## config.mk

```make
export PLATFORM = sky130hd
export DESIGN_NAME = trimmed_mean_two_channel_adc
export DESIGN_NICKNAME = d
export VERILOG_FILES = /design/src/rtl/core/tmadc_pkg.sv /design/src/rtl/core/tmadc_in_stage.sv /design/src/rtl/core/tmadc_accum.sv /design/src/rtl/core/tmadc_out_stage.sv /design/src/rtl/core/trimmed_mean_two_channel_adc.sv
export VERILOG_INCLUDE_DIRS = /design/src /design/src/rtl/core
export SDC_FILE = /design/constraint.sdc
export NUM_CORES = 1
export LEC_CHECK = 0
export ABC_CLOCK_PERIOD_IN_PS = 11000
export BUFFER_PORTS_ARGS = -buffer_cell sky130_fd_sc_hd__buf_2
export CORE_AREA = 5 5 135 112
export CTS_BUF_LIST = sky130_fd_sc_hd__clkbuf_4 sky130_fd_sc_hd__clkbuf_8 sky130_fd_sc_hd__clkbuf_16
export CTS_CLUSTER_SIZE = 25
export DETAILED_ROUTE_END_ITERATION = 10
export DIE_AREA = 0 0 140 117
export GPL_ROUTABILITY_DRIVEN = 0
export PLACE_DENSITY = 0.78
export SYNTH_ARGS = -nofsm -noshare
export SYNTH_HDL_FRONTEND = slang
export SYNTH_HIERARCHICAL = 1
export SYNTH_SLANG_ARGS = --single-unit
```

## constraint.sdc

```tcl
create_clock -name clk_i -period 11 [get_ports clk_i]
set_input_delay 1.1 -clock clk_i [delete_from_list [all_inputs] [get_ports clk_i]]
set_output_delay 1.1 -clock clk_i [all_outputs]
set_load 0.02 [all_outputs]
```

## src/rtl/core/assert_macros.svh

```systemverilog
// ---------------------------------------------------------------------------
// Assertion macros shared by the averager RTL
// ---------------------------------------------------------------------------
`ifndef ASSERT_MACROS_SVH
`define ASSERT_MACROS_SVH

// Check a property on every rising edge, held off while reset is asserted.
`define TM_ASSERT(name, clk, rst_n, prop) \
  name: assert property (@(posedge clk) disable iff (!rst_n) prop) \
    else $error("averager assertion failed");

// Check a property on every rising edge, reset included.
`define TM_ASSERT_ALWAYS(name, clk, prop) \
  name: assert property (@(posedge clk) prop) \
    else $error("averager assertion failed");

`endif

```

## src/rtl/core/tmadc_pkg.sv

```systemverilog
// ---------------------------------------------------------------------------
// tmadc_pkg
// Shared constants and types of the two-channel trimmed-mean averager.
// ---------------------------------------------------------------------------
package tmadc_pkg;

  localparam int unsigned SampleWidthDefault = 16;
  localparam int unsigned SettleWidth        = 4;
  localparam int unsigned CountWidth         = 5;
  localparam int unsigned KeepCount          = 10;
  localparam int unsigned GuardBits          = 4;
  localparam int unsigned TrimShift          = 3;

  localparam logic [SettleWidth-1:0] SettleReset = 4'd4;

  // Highest count that can stay in the counter between steps.
  localparam int unsigned MaxHeldCount = (2 ** SettleWidth) - 1 + KeepCount - 1;

  typedef logic [SettleWidth-1:0] settle_t;
  typedef logic [CountWidth-1:0]  count_t;

  // Tag of one result, travels from the accumulator to the output stage.
  typedef struct packed {
    logic channel;
    logic round_done;
  } result_tag_t;

endpackage

```

## src/rtl/core/tmadc_in_stage.sv

```systemverilog
// ---------------------------------------------------------------------------
// tmadc_in_stage
// Input register: holds one sample until the accumulator consumes it.
// ---------------------------------------------------------------------------
module tmadc_in_stage #(
  parameter int unsigned SampleWidth = tmadc_pkg::SampleWidthDefault
) (
  input  logic                   clk_i,
  input  logic                   rst_ni,
  input  logic                   in_valid_i,
  output logic                   in_stall_o,
  input  logic [SampleWidth-1:0] sample_i,
  input  logic                   consume_i,
  output logic                   held_valid_o,
  output logic [SampleWidth-1:0] held_sample_o
);
  import tmadc_pkg::*;

  logic                   valid_q;
  logic [SampleWidth-1:0] sample_q;

  // Stall only while a held sample cannot move on this cycle.
  assign in_stall_o = valid_q & ~consume_i;

  always_ff @(posedge clk_i or negedge rst_ni) begin
    if (!rst_ni) begin
      valid_q <= 1'b0;
    end else if (!in_stall_o) begin
      valid_q <= in_valid_i;
    end
  end

  always_ff @(posedge clk_i) begin
    if (in_valid_i && !in_stall_o) begin
      sample_q <= sample_i;
    end
  end

  assign held_valid_o  = valid_q;
  assign held_sample_o = sample_q;

endmodule

```

## src/rtl/core/tmadc_accum.sv

```systemverilog
// ---------------------------------------------------------------------------
// tmadc_accum
// Per-sample count, sum, max and min tracking; trims and averages.
// ---------------------------------------------------------------------------
`include "assert_macros.svh"

module tmadc_accum #(
  parameter int unsigned SampleWidth = tmadc_pkg::SampleWidthDefault
) (
  input  logic                          clk_i,
  input  logic                          rst_ni,
  input  logic                          step_i,
  input  logic [SampleWidth-1:0]        sample_i,
  input  tmadc_pkg::settle_t            settle_i,
  output logic                          emit_o,
  output tmadc_pkg::result_tag_t        tag_o,
  output logic [SampleWidth-1:0]        average_o
);
  import tmadc_pkg::*;

  localparam int unsigned SumWidth = SampleWidth + GuardBits;

  count_t                       count_q, count_d;
  logic signed [SumWidth-1:0]   sum_q, sum_d;
  logic signed [SampleWidth-1:0] max_q, max_d;
  logic signed [SampleWidth-1:0] min_q, min_d;
  logic                         chan_q, chan_d;

  count_t                        cnt_inc;
  count_t                        settle_ext;
  logic                          keep;
  logic                          first;
  logic signed [SampleWidth-1:0] x;
  logic signed [SumWidth-1:0]    x_ext;
  logic signed [SumWidth-1:0]    base_sum;
  logic signed [SampleWidth-1:0] base_max;
  logic signed [SampleWidth-1:0] base_min;
  logic signed [SumWidth-1:0]    sum_acc;
  logic signed [SampleWidth-1:0] max_acc;
  logic signed [SampleWidth-1:0] min_acc;
  logic signed [SumWidth-1:0]    trimmed;
  logic signed [SumWidth-1:0]    avg_sum;

  always_comb begin
    x          = $signed(sample_i);
    x_ext      = {{GuardBits{sample_i[SampleWidth-1]}}, sample_i};
    cnt_inc    = count_q + count_t'(1);
    settle_ext = {1'b0, settle_i};
    keep       = cnt_inc > settle_ext;
    first      = cnt_inc == (settle_ext + count_t'(1));
    emit_o     = cnt_inc > (settle_ext + count_t'(KeepCount - 1));

    // Restart the window on the first kept sample.
    base_sum = first ? '0 : sum_q;
    base_max = first ? x : max_q;
    base_min = first ? x : min_q;

    if (keep) begin
      sum_acc = base_sum + x_ext;
      max_acc = (base_max < x) ? x : base_max;
      min_acc = (base_min > x) ? x : base_min;
    end else begin
      sum_acc = sum_q;
      max_acc = max_q;
      min_acc = min_q;
    end

    // Drop the extremes, divide the remaining eight by eight.
    trimmed = sum_acc - {{GuardBits{max_acc[SampleWidth-1]}}, max_acc}
                      - {{GuardBits{min_acc[SampleWidth-1]}}, min_acc};
    avg_sum = trimmed >>> TrimShift;

    sum_d   = emit_o ? avg_sum : sum_acc;
    max_d   = max_acc;
    min_d   = min_acc;
    count_d = emit_o ? '0 : cnt_inc;
    chan_d  = emit_o ? ~chan_q : chan_q;
  end

  assign tag_o.channel    = chan_q;
  assign tag_o.round_done = chan_q;
  assign average_o        = avg_sum[SampleWidth-1:0];

  always_ff @(posedge clk_i or negedge rst_ni) begin
    if (!rst_ni) begin
      count_q <= '0;
      sum_q   <= '0;
      max_q   <= '0;
      min_q   <= '0;
      chan_q  <= 1'b0;
    end else if (step_i) begin
      count_q <= count_d;
      sum_q   <= sum_d;
      max_q   <= max_d;
      min_q   <= min_d;
      chan_q  <= chan_d;
    end
  end

  `TM_ASSERT(a_count_bounded, clk_i, rst_ni, count_q <= count_t'(MaxHeldCount))
  `TM_ASSERT(a_emit_switches, clk_i, rst_ni,
             (step_i && emit_o) |=> (count_q == '0) && (chan_q != $past(chan_q)))

endmodule

```

## src/rtl/core/tmadc_out_stage.sv

```systemverilog
// ---------------------------------------------------------------------------
// tmadc_out_stage
// Result register: holds one tagged average until the sink takes it.
// ---------------------------------------------------------------------------
module tmadc_out_stage #(
  parameter int unsigned SampleWidth = tmadc_pkg::SampleWidthDefault
) (
  input  logic                   clk_i,
  input  logic                   rst_ni,
  input  logic                   load_i,
  input  tmadc_pkg::result_tag_t tag_i,
  input  logic [SampleWidth-1:0] average_i,
  output logic                   free_o,
  output logic                   out_valid_o,
  input  logic                   out_stall_i,
  output tmadc_pkg::result_tag_t tag_o,
  output logic [SampleWidth-1:0] average_o
);
  import tmadc_pkg::*;

  logic                   valid_q;
  result_tag_t            tag_q;
  logic [SampleWidth-1:0] average_q;

  // Room for a new result when empty or once the held one leaves this cycle.
  assign free_o = ~valid_q | ~out_stall_i;

  always_ff @(posedge clk_i or negedge rst_ni) begin
    if (!rst_ni) begin
      valid_q <= 1'b0;
    end else if (free_o) begin
      valid_q <= load_i;
    end
  end

  always_ff @(posedge clk_i) begin
    if (load_i && free_o) begin
      tag_q     <= tag_i;
      average_q <= average_i;
    end
  end

  assign out_valid_o = valid_q;
  assign tag_o       = tag_q;
  assign average_o   = average_q;

endmodule

```

## src/rtl/core/trimmed_mean_two_channel_adc.sv

```systemverilog
// ---------------------------------------------------------------------------
// trimmed_mean_two_channel_adc
// Trimmed-mean two-channel converter averager, one sample per cycle unless stalled.
// ---------------------------------------------------------------------------
// Feed one signed conversion result per transfer on the input channel. After
// each channel switch the block drops the first settle-discard samples, then
// sums the next ten while tracking their largest and smallest values; on the
// tenth kept sample it removes both extremes, shifts the remaining sum of
// eight right arithmetically by three and delivers that average with its
// channel tag. Channel 0 (second analog input) comes first, then channel 1
// (first analog input), whose result carries round_done. A sample is held in
// the input register and its result then lands in the result register. The
// block takes one sample every cycle unless a full result register under
// output stall holds it, the only throttle; samples that produce no result
// still flow past it. The settle-discard register sits on its own write
// port that is always ready; write it only while the block is idle.
// ---------------------------------------------------------------------------
`include "assert_macros.svh"

module trimmed_mean_two_channel_adc #(
  parameter int unsigned SampleWidth = tmadc_pkg::SampleWidthDefault
) (
  input  logic                      clk_i,
  input  logic                      rst_ni,
  // sample input
  input  logic                      in_valid_i,
  output logic                      in_stall_o,
  input  logic [SampleWidth-1:0]    sample_i,
  // result output
  output logic                      out_valid_o,
  input  logic                      out_stall_i,
  output logic                      channel_o,
  output logic [SampleWidth-1:0]    average_o,
  output logic                      round_done_o,
  // settle-discard register write
  input  logic                      cfg_valid_i,
  output logic                      cfg_ready_o,
  input  tmadc_pkg::settle_t        cfg_settle_discard_i
);
  import tmadc_pkg::*;

  settle_t                settle_q;
  logic                   held_valid;
  logic [SampleWidth-1:0] held_sample;
  logic                   consume;
  logic                   emit;
  logic                   out_free;
  result_tag_t            acc_tag;
  result_tag_t            out_tag;
  logic [SampleWidth-1:0] acc_average;

  // Settle-discard register; accept every write.
  assign cfg_ready_o = 1'b1;

  always_ff @(posedge clk_i or negedge rst_ni) begin
    if (!rst_ni) begin
      settle_q <= SettleReset;
    end else if (cfg_valid_i && cfg_ready_o) begin
      settle_q <= cfg_settle_discard_i;
    end
  end

  // Advance the held sample unless it makes a result with nowhere to go.
  assign consume = held_valid & (~emit | out_free);

  tmadc_in_stage #(
    .SampleWidth(SampleWidth)
  ) u_in_stage (
    .clk_i        (clk_i),
    .rst_ni       (rst_ni),
    .in_valid_i   (in_valid_i),
    .in_stall_o   (in_stall_o),
    .sample_i     (sample_i),
    .consume_i    (consume),
    .held_valid_o (held_valid),
    .held_sample_o(held_sample)
  );

  tmadc_accum #(
    .SampleWidth(SampleWidth)
  ) u_accum (
    .clk_i    (clk_i),
    .rst_ni   (rst_ni),
    .step_i   (consume),
    .sample_i (held_sample),
    .settle_i (settle_q),
    .emit_o   (emit),
    .tag_o    (acc_tag),
    .average_o(acc_average)
  );

  tmadc_out_stage #(
    .SampleWidth(SampleWidth)
  ) u_out_stage (
    .clk_i      (clk_i),
    .rst_ni     (rst_ni),
    .load_i     (consume & emit),
    .tag_i      (acc_tag),
    .average_i  (acc_average),
    .free_o     (out_free),
    .out_valid_o(out_valid_o),
    .out_stall_i(out_stall_i),
    .tag_o      (out_tag),
    .average_o  (average_o)
  );

  assign channel_o    = out_tag.channel;
  assign round_done_o = out_tag.round_done;

  `TM_ASSERT(a_result_lands, clk_i, rst_ni, (consume && emit) |=> out_valid_o)
  `TM_ASSERT(a_round_on_first_input, clk_i, rst_ni,
             out_valid_o |-> (round_done_o == channel_o))

endmodule
```

==> metrics.yaml <==
drive_gt1_share_pct: 14.19
worstSetupEndpointType: "flip-flop"
hold_viol: 0
fmax_mhz: 123.4
layout_common_cells: "nand2_1, ha_1, dfrtp_1"
cts_tree: "done"
syn_avg_cell_area_sq_um: 9.557
holdPathStages: 0
ios: 46
multi_input_area_sq_um: 5042
antenna_found_initial: 0
syn2layout_area_growth_pct: 8.163
postCtsHoldBufs: 0
final_common_cell: "nand2_1"
drt_iter0_markers: 483
setup_tns_ps: 0
reg2reg_depth: 30
critPathKind: "reg2reg"
synth_enable_flop_cells: 34
worstHoldEndpoint: "u_out_stage/tag_o[1]$_DFFE_PP_"
required_ps: 11220
tightest_slew_ps: 1116
async_reset_ff_share_pct: 65.31
setup_viol_count_final: 0
yosys_register_bits: 98
core_sq_um: 13760
rrSetupSlack_ps: 2890
worstReg2RegStart: "u_accum/count_q[0]$_DFFE_PN0P_"
initial_core_util_pct: 57.92
rsz0062_at_grt: "no"
max_stage_delay_ps: 810
cts_setup_buffers: 0
dp_hpwl_um: 14320
met1_usage_pct: 32.69
yosysWarnings: 6
firstDrtPassIters: 7
grt-busiest-layer: "met2"
min_from: "u_accum/chan_q$_DFFE_PN0P_"
gr-usage-met2_pct: 39.83
synth_flop_cell: "dfrtp_1"
drc: 0
synth_cells: 834
grt_use_met3_pct: 4.671
antennaDiodeCount: 0
dieArea_sq_um: 16380
critPathSlowestCell: "and2_1"
finalCriticalPeriod_ps: 8106
cts_root_buf: "clkbuf_16"
track_usage_pct: 24.11
gr-total-overflow: 0
regArea_sq_um: 2624
htree_levels: 3
slew_headroom_pct: 25.26
port_buffers: 44
routed_wirelength_um: 19300
synthDistinctLibCells: 66
maxSlewViolCount: 0
arrival_ps: 8320
synth_area_sq_um: 7970
cp-start-kind: "flip-flop"
synth_fp_nets: 959
r2r-end: "u_accum/sum_q[14]$_DFFE_PN0P_"
clkLatencyLatePin_ps: 360
num-nets-final: 995
cts_buffer_depth: 2
hp-class: "reg2reg"
post_cts_resize_count: 0
grt_pass1_vias: 6182
vias: 6295
grt_pass1_wl_um: 31250
die_w_um: 140
via_per_inst: 5.950
postRouteAntennaNets: 0
ys_seq_area_share_pct: 32.92
wire_per_inst_um: 18.25
fillers: 1169
status: "finished clean"
skew_ps: 9.315
cts_num_sinks: 98
cp_max_fo: 49
num_rows: 39
maxCapViolCount: 0
clk_pin_slew_ps: 70
dieHeight_um: 117
grt_max_degree: 65
numCtsBuffers: 9
finalCritPeriodShare_pct: 73.69
==> layer usage <==
| metal | share of wire [%] | routed length (um) | up-vias |
|---|---|---|---|
| li1 | - | - | 3035 |
| met1 | 46 | 8838 | 3009 |
| met2 | 46 | 8916 | 210 |
| met3 | 5.9 | 1133 | 41 |
| met4 | 2.1 | 415 | 0 |
| met5 | 0 | 0 | - |
==> cell type report <==
cell class | instances | area share, %
Timing Repair Buffer | 51 | 3.164
Multi-Input combinational cell | 661 | 58.49
Clock buffer | 11 | 2.787
Inverter | 49 | 2.134
Clock inverter | 4 | 0.3193
Sequential cell | 98 | 30.44
Tap cell | 184 | 2.671
==> synth_stat cells (all sizes together) (5+ instances only) <==
master | instances | share of area, %
clkbuf | 17 | 0.80
nor3 | 5 | 0.46
xor2 | 15 | 1.6
nor2b | 9 | 0.71
a21o | 18 | 1.7
nand3 | 20 | 1.3
a21oi | 52 | 3.3
mux2 | 41 | 6.3
o21bai | 6 | 0.57
inv | 49 | 2.3
buf | 9 | 0.88
mux2i | 44 | 5.5
dfrtp | 63 | 20
xnor2 | 23 | 2.6
ha | 81 | 13
and3 | 9 | 0.71
a221o | 5 | 0.63
fa | 19 | 4.8
nand2 | 125 | 5.9
a31oi | 5 | 0.39
a211oi | 8 | 0.75
nor2 | 50 | 2.4
o21a | 8 | 0.75
nand2b | 7 | 0.64
o21ai | 36 | 2.3
edfxtp | 34 | 13
and2 | 23 | 1.8
==> kinds of logic (layout without fill, tap and decap cells) <==
family,Yosys count,after routing,synth area share (%)
adders and majority gates,100,100,17.49
and+or+nand+nor,267,267,15.64
buffers and inverters,75,115,3.987
DFF,98,98,32.92
xor gates and xnor gates,38,38,4.270
muxes,85,85,11.79
AOI/OAI and AO/OA,170,170,13.86
other,1,1,0.04705
==> registers in the layout, summed over array words and instances (netlist names) <==
signal	flops
u_accum/sum_q	20
u_in_stage/held_sample_o	16
u_accum/chan_q	1
u_accum/max_q	16
u_out_stage/tag_o	2
settle_q	4
u_accum/count_q	5
u_out_stage/out_valid_o	1
u_out_stage/average_o	16
u_in_stage/held_valid_o	1
u_accum/min_q	16
==> worst max-delay path: cells and delay by family (launching register included) <==
family | cells | cell delay (ps)
AOI/OAI and AO/OA | 12 | 3080
and+or+nand+nor | 7 | 1450
adders and majority gates | 4 | 1090
xor gates and xnor gates | 2 | 710
buffers and inverters | 3 | 590
muxes | 2 | 570
DFF | 1 | 440
==> through the flow <==
stage | worst slack, ps | area, sq um | cells | hold slack [ps] | utilization [%]
2_1_floorplan | 4001 | 7970 | 834 | 462.8 | -
3_3_place_gp | 3349 | 8353 | 1043 | 490.2 | 60.70
3_5_place_dp | 3177 | 8353 | 1043 | 489.1 | 60.70
4_1_cts | 3050 | 8621 | 1058 | 506.8 | 62.65
5_1_grt | 2127 | 8621 | 1058 | 528.5 | 62.65
6_report | 2894 | 8621 | 1058 | 510.0 | 62.65
==> how the worst max path moves through the flow <==
stage,start,depth (start not counted),endpoint
after floorplan,u_accum/count_q[0]$_DFFE_PN0P_,34,u_accum/sum_q[19]$_DFFE_PN0P_
after global placement,u_accum/count_q[0]$_DFFE_PN0P_,31,u_accum/sum_q[19]$_DFFE_PN0P_
after detailed placement,u_accum/count_q[0]$_DFFE_PN0P_,31,u_accum/sum_q[19]$_DFFE_PN0P_
after CTS,u_accum/count_q[0]$_DFFE_PN0P_,30,u_accum/sum_q[14]$_DFFE_PN0P_
after global routing,u_accum/count_q[0]$_DFFE_PN0P_,29,u_accum/sum_q[14]$_DFFE_PN0P_
final,u_accum/count_q[0]$_DFFE_PN0P_,30,u_accum/sum_q[14]$_DFFE_PN0P_
Power is left out: the tool's default activity adds up to more than one toggle a clock period on the data nets, which glitch-free logic cannot reach.
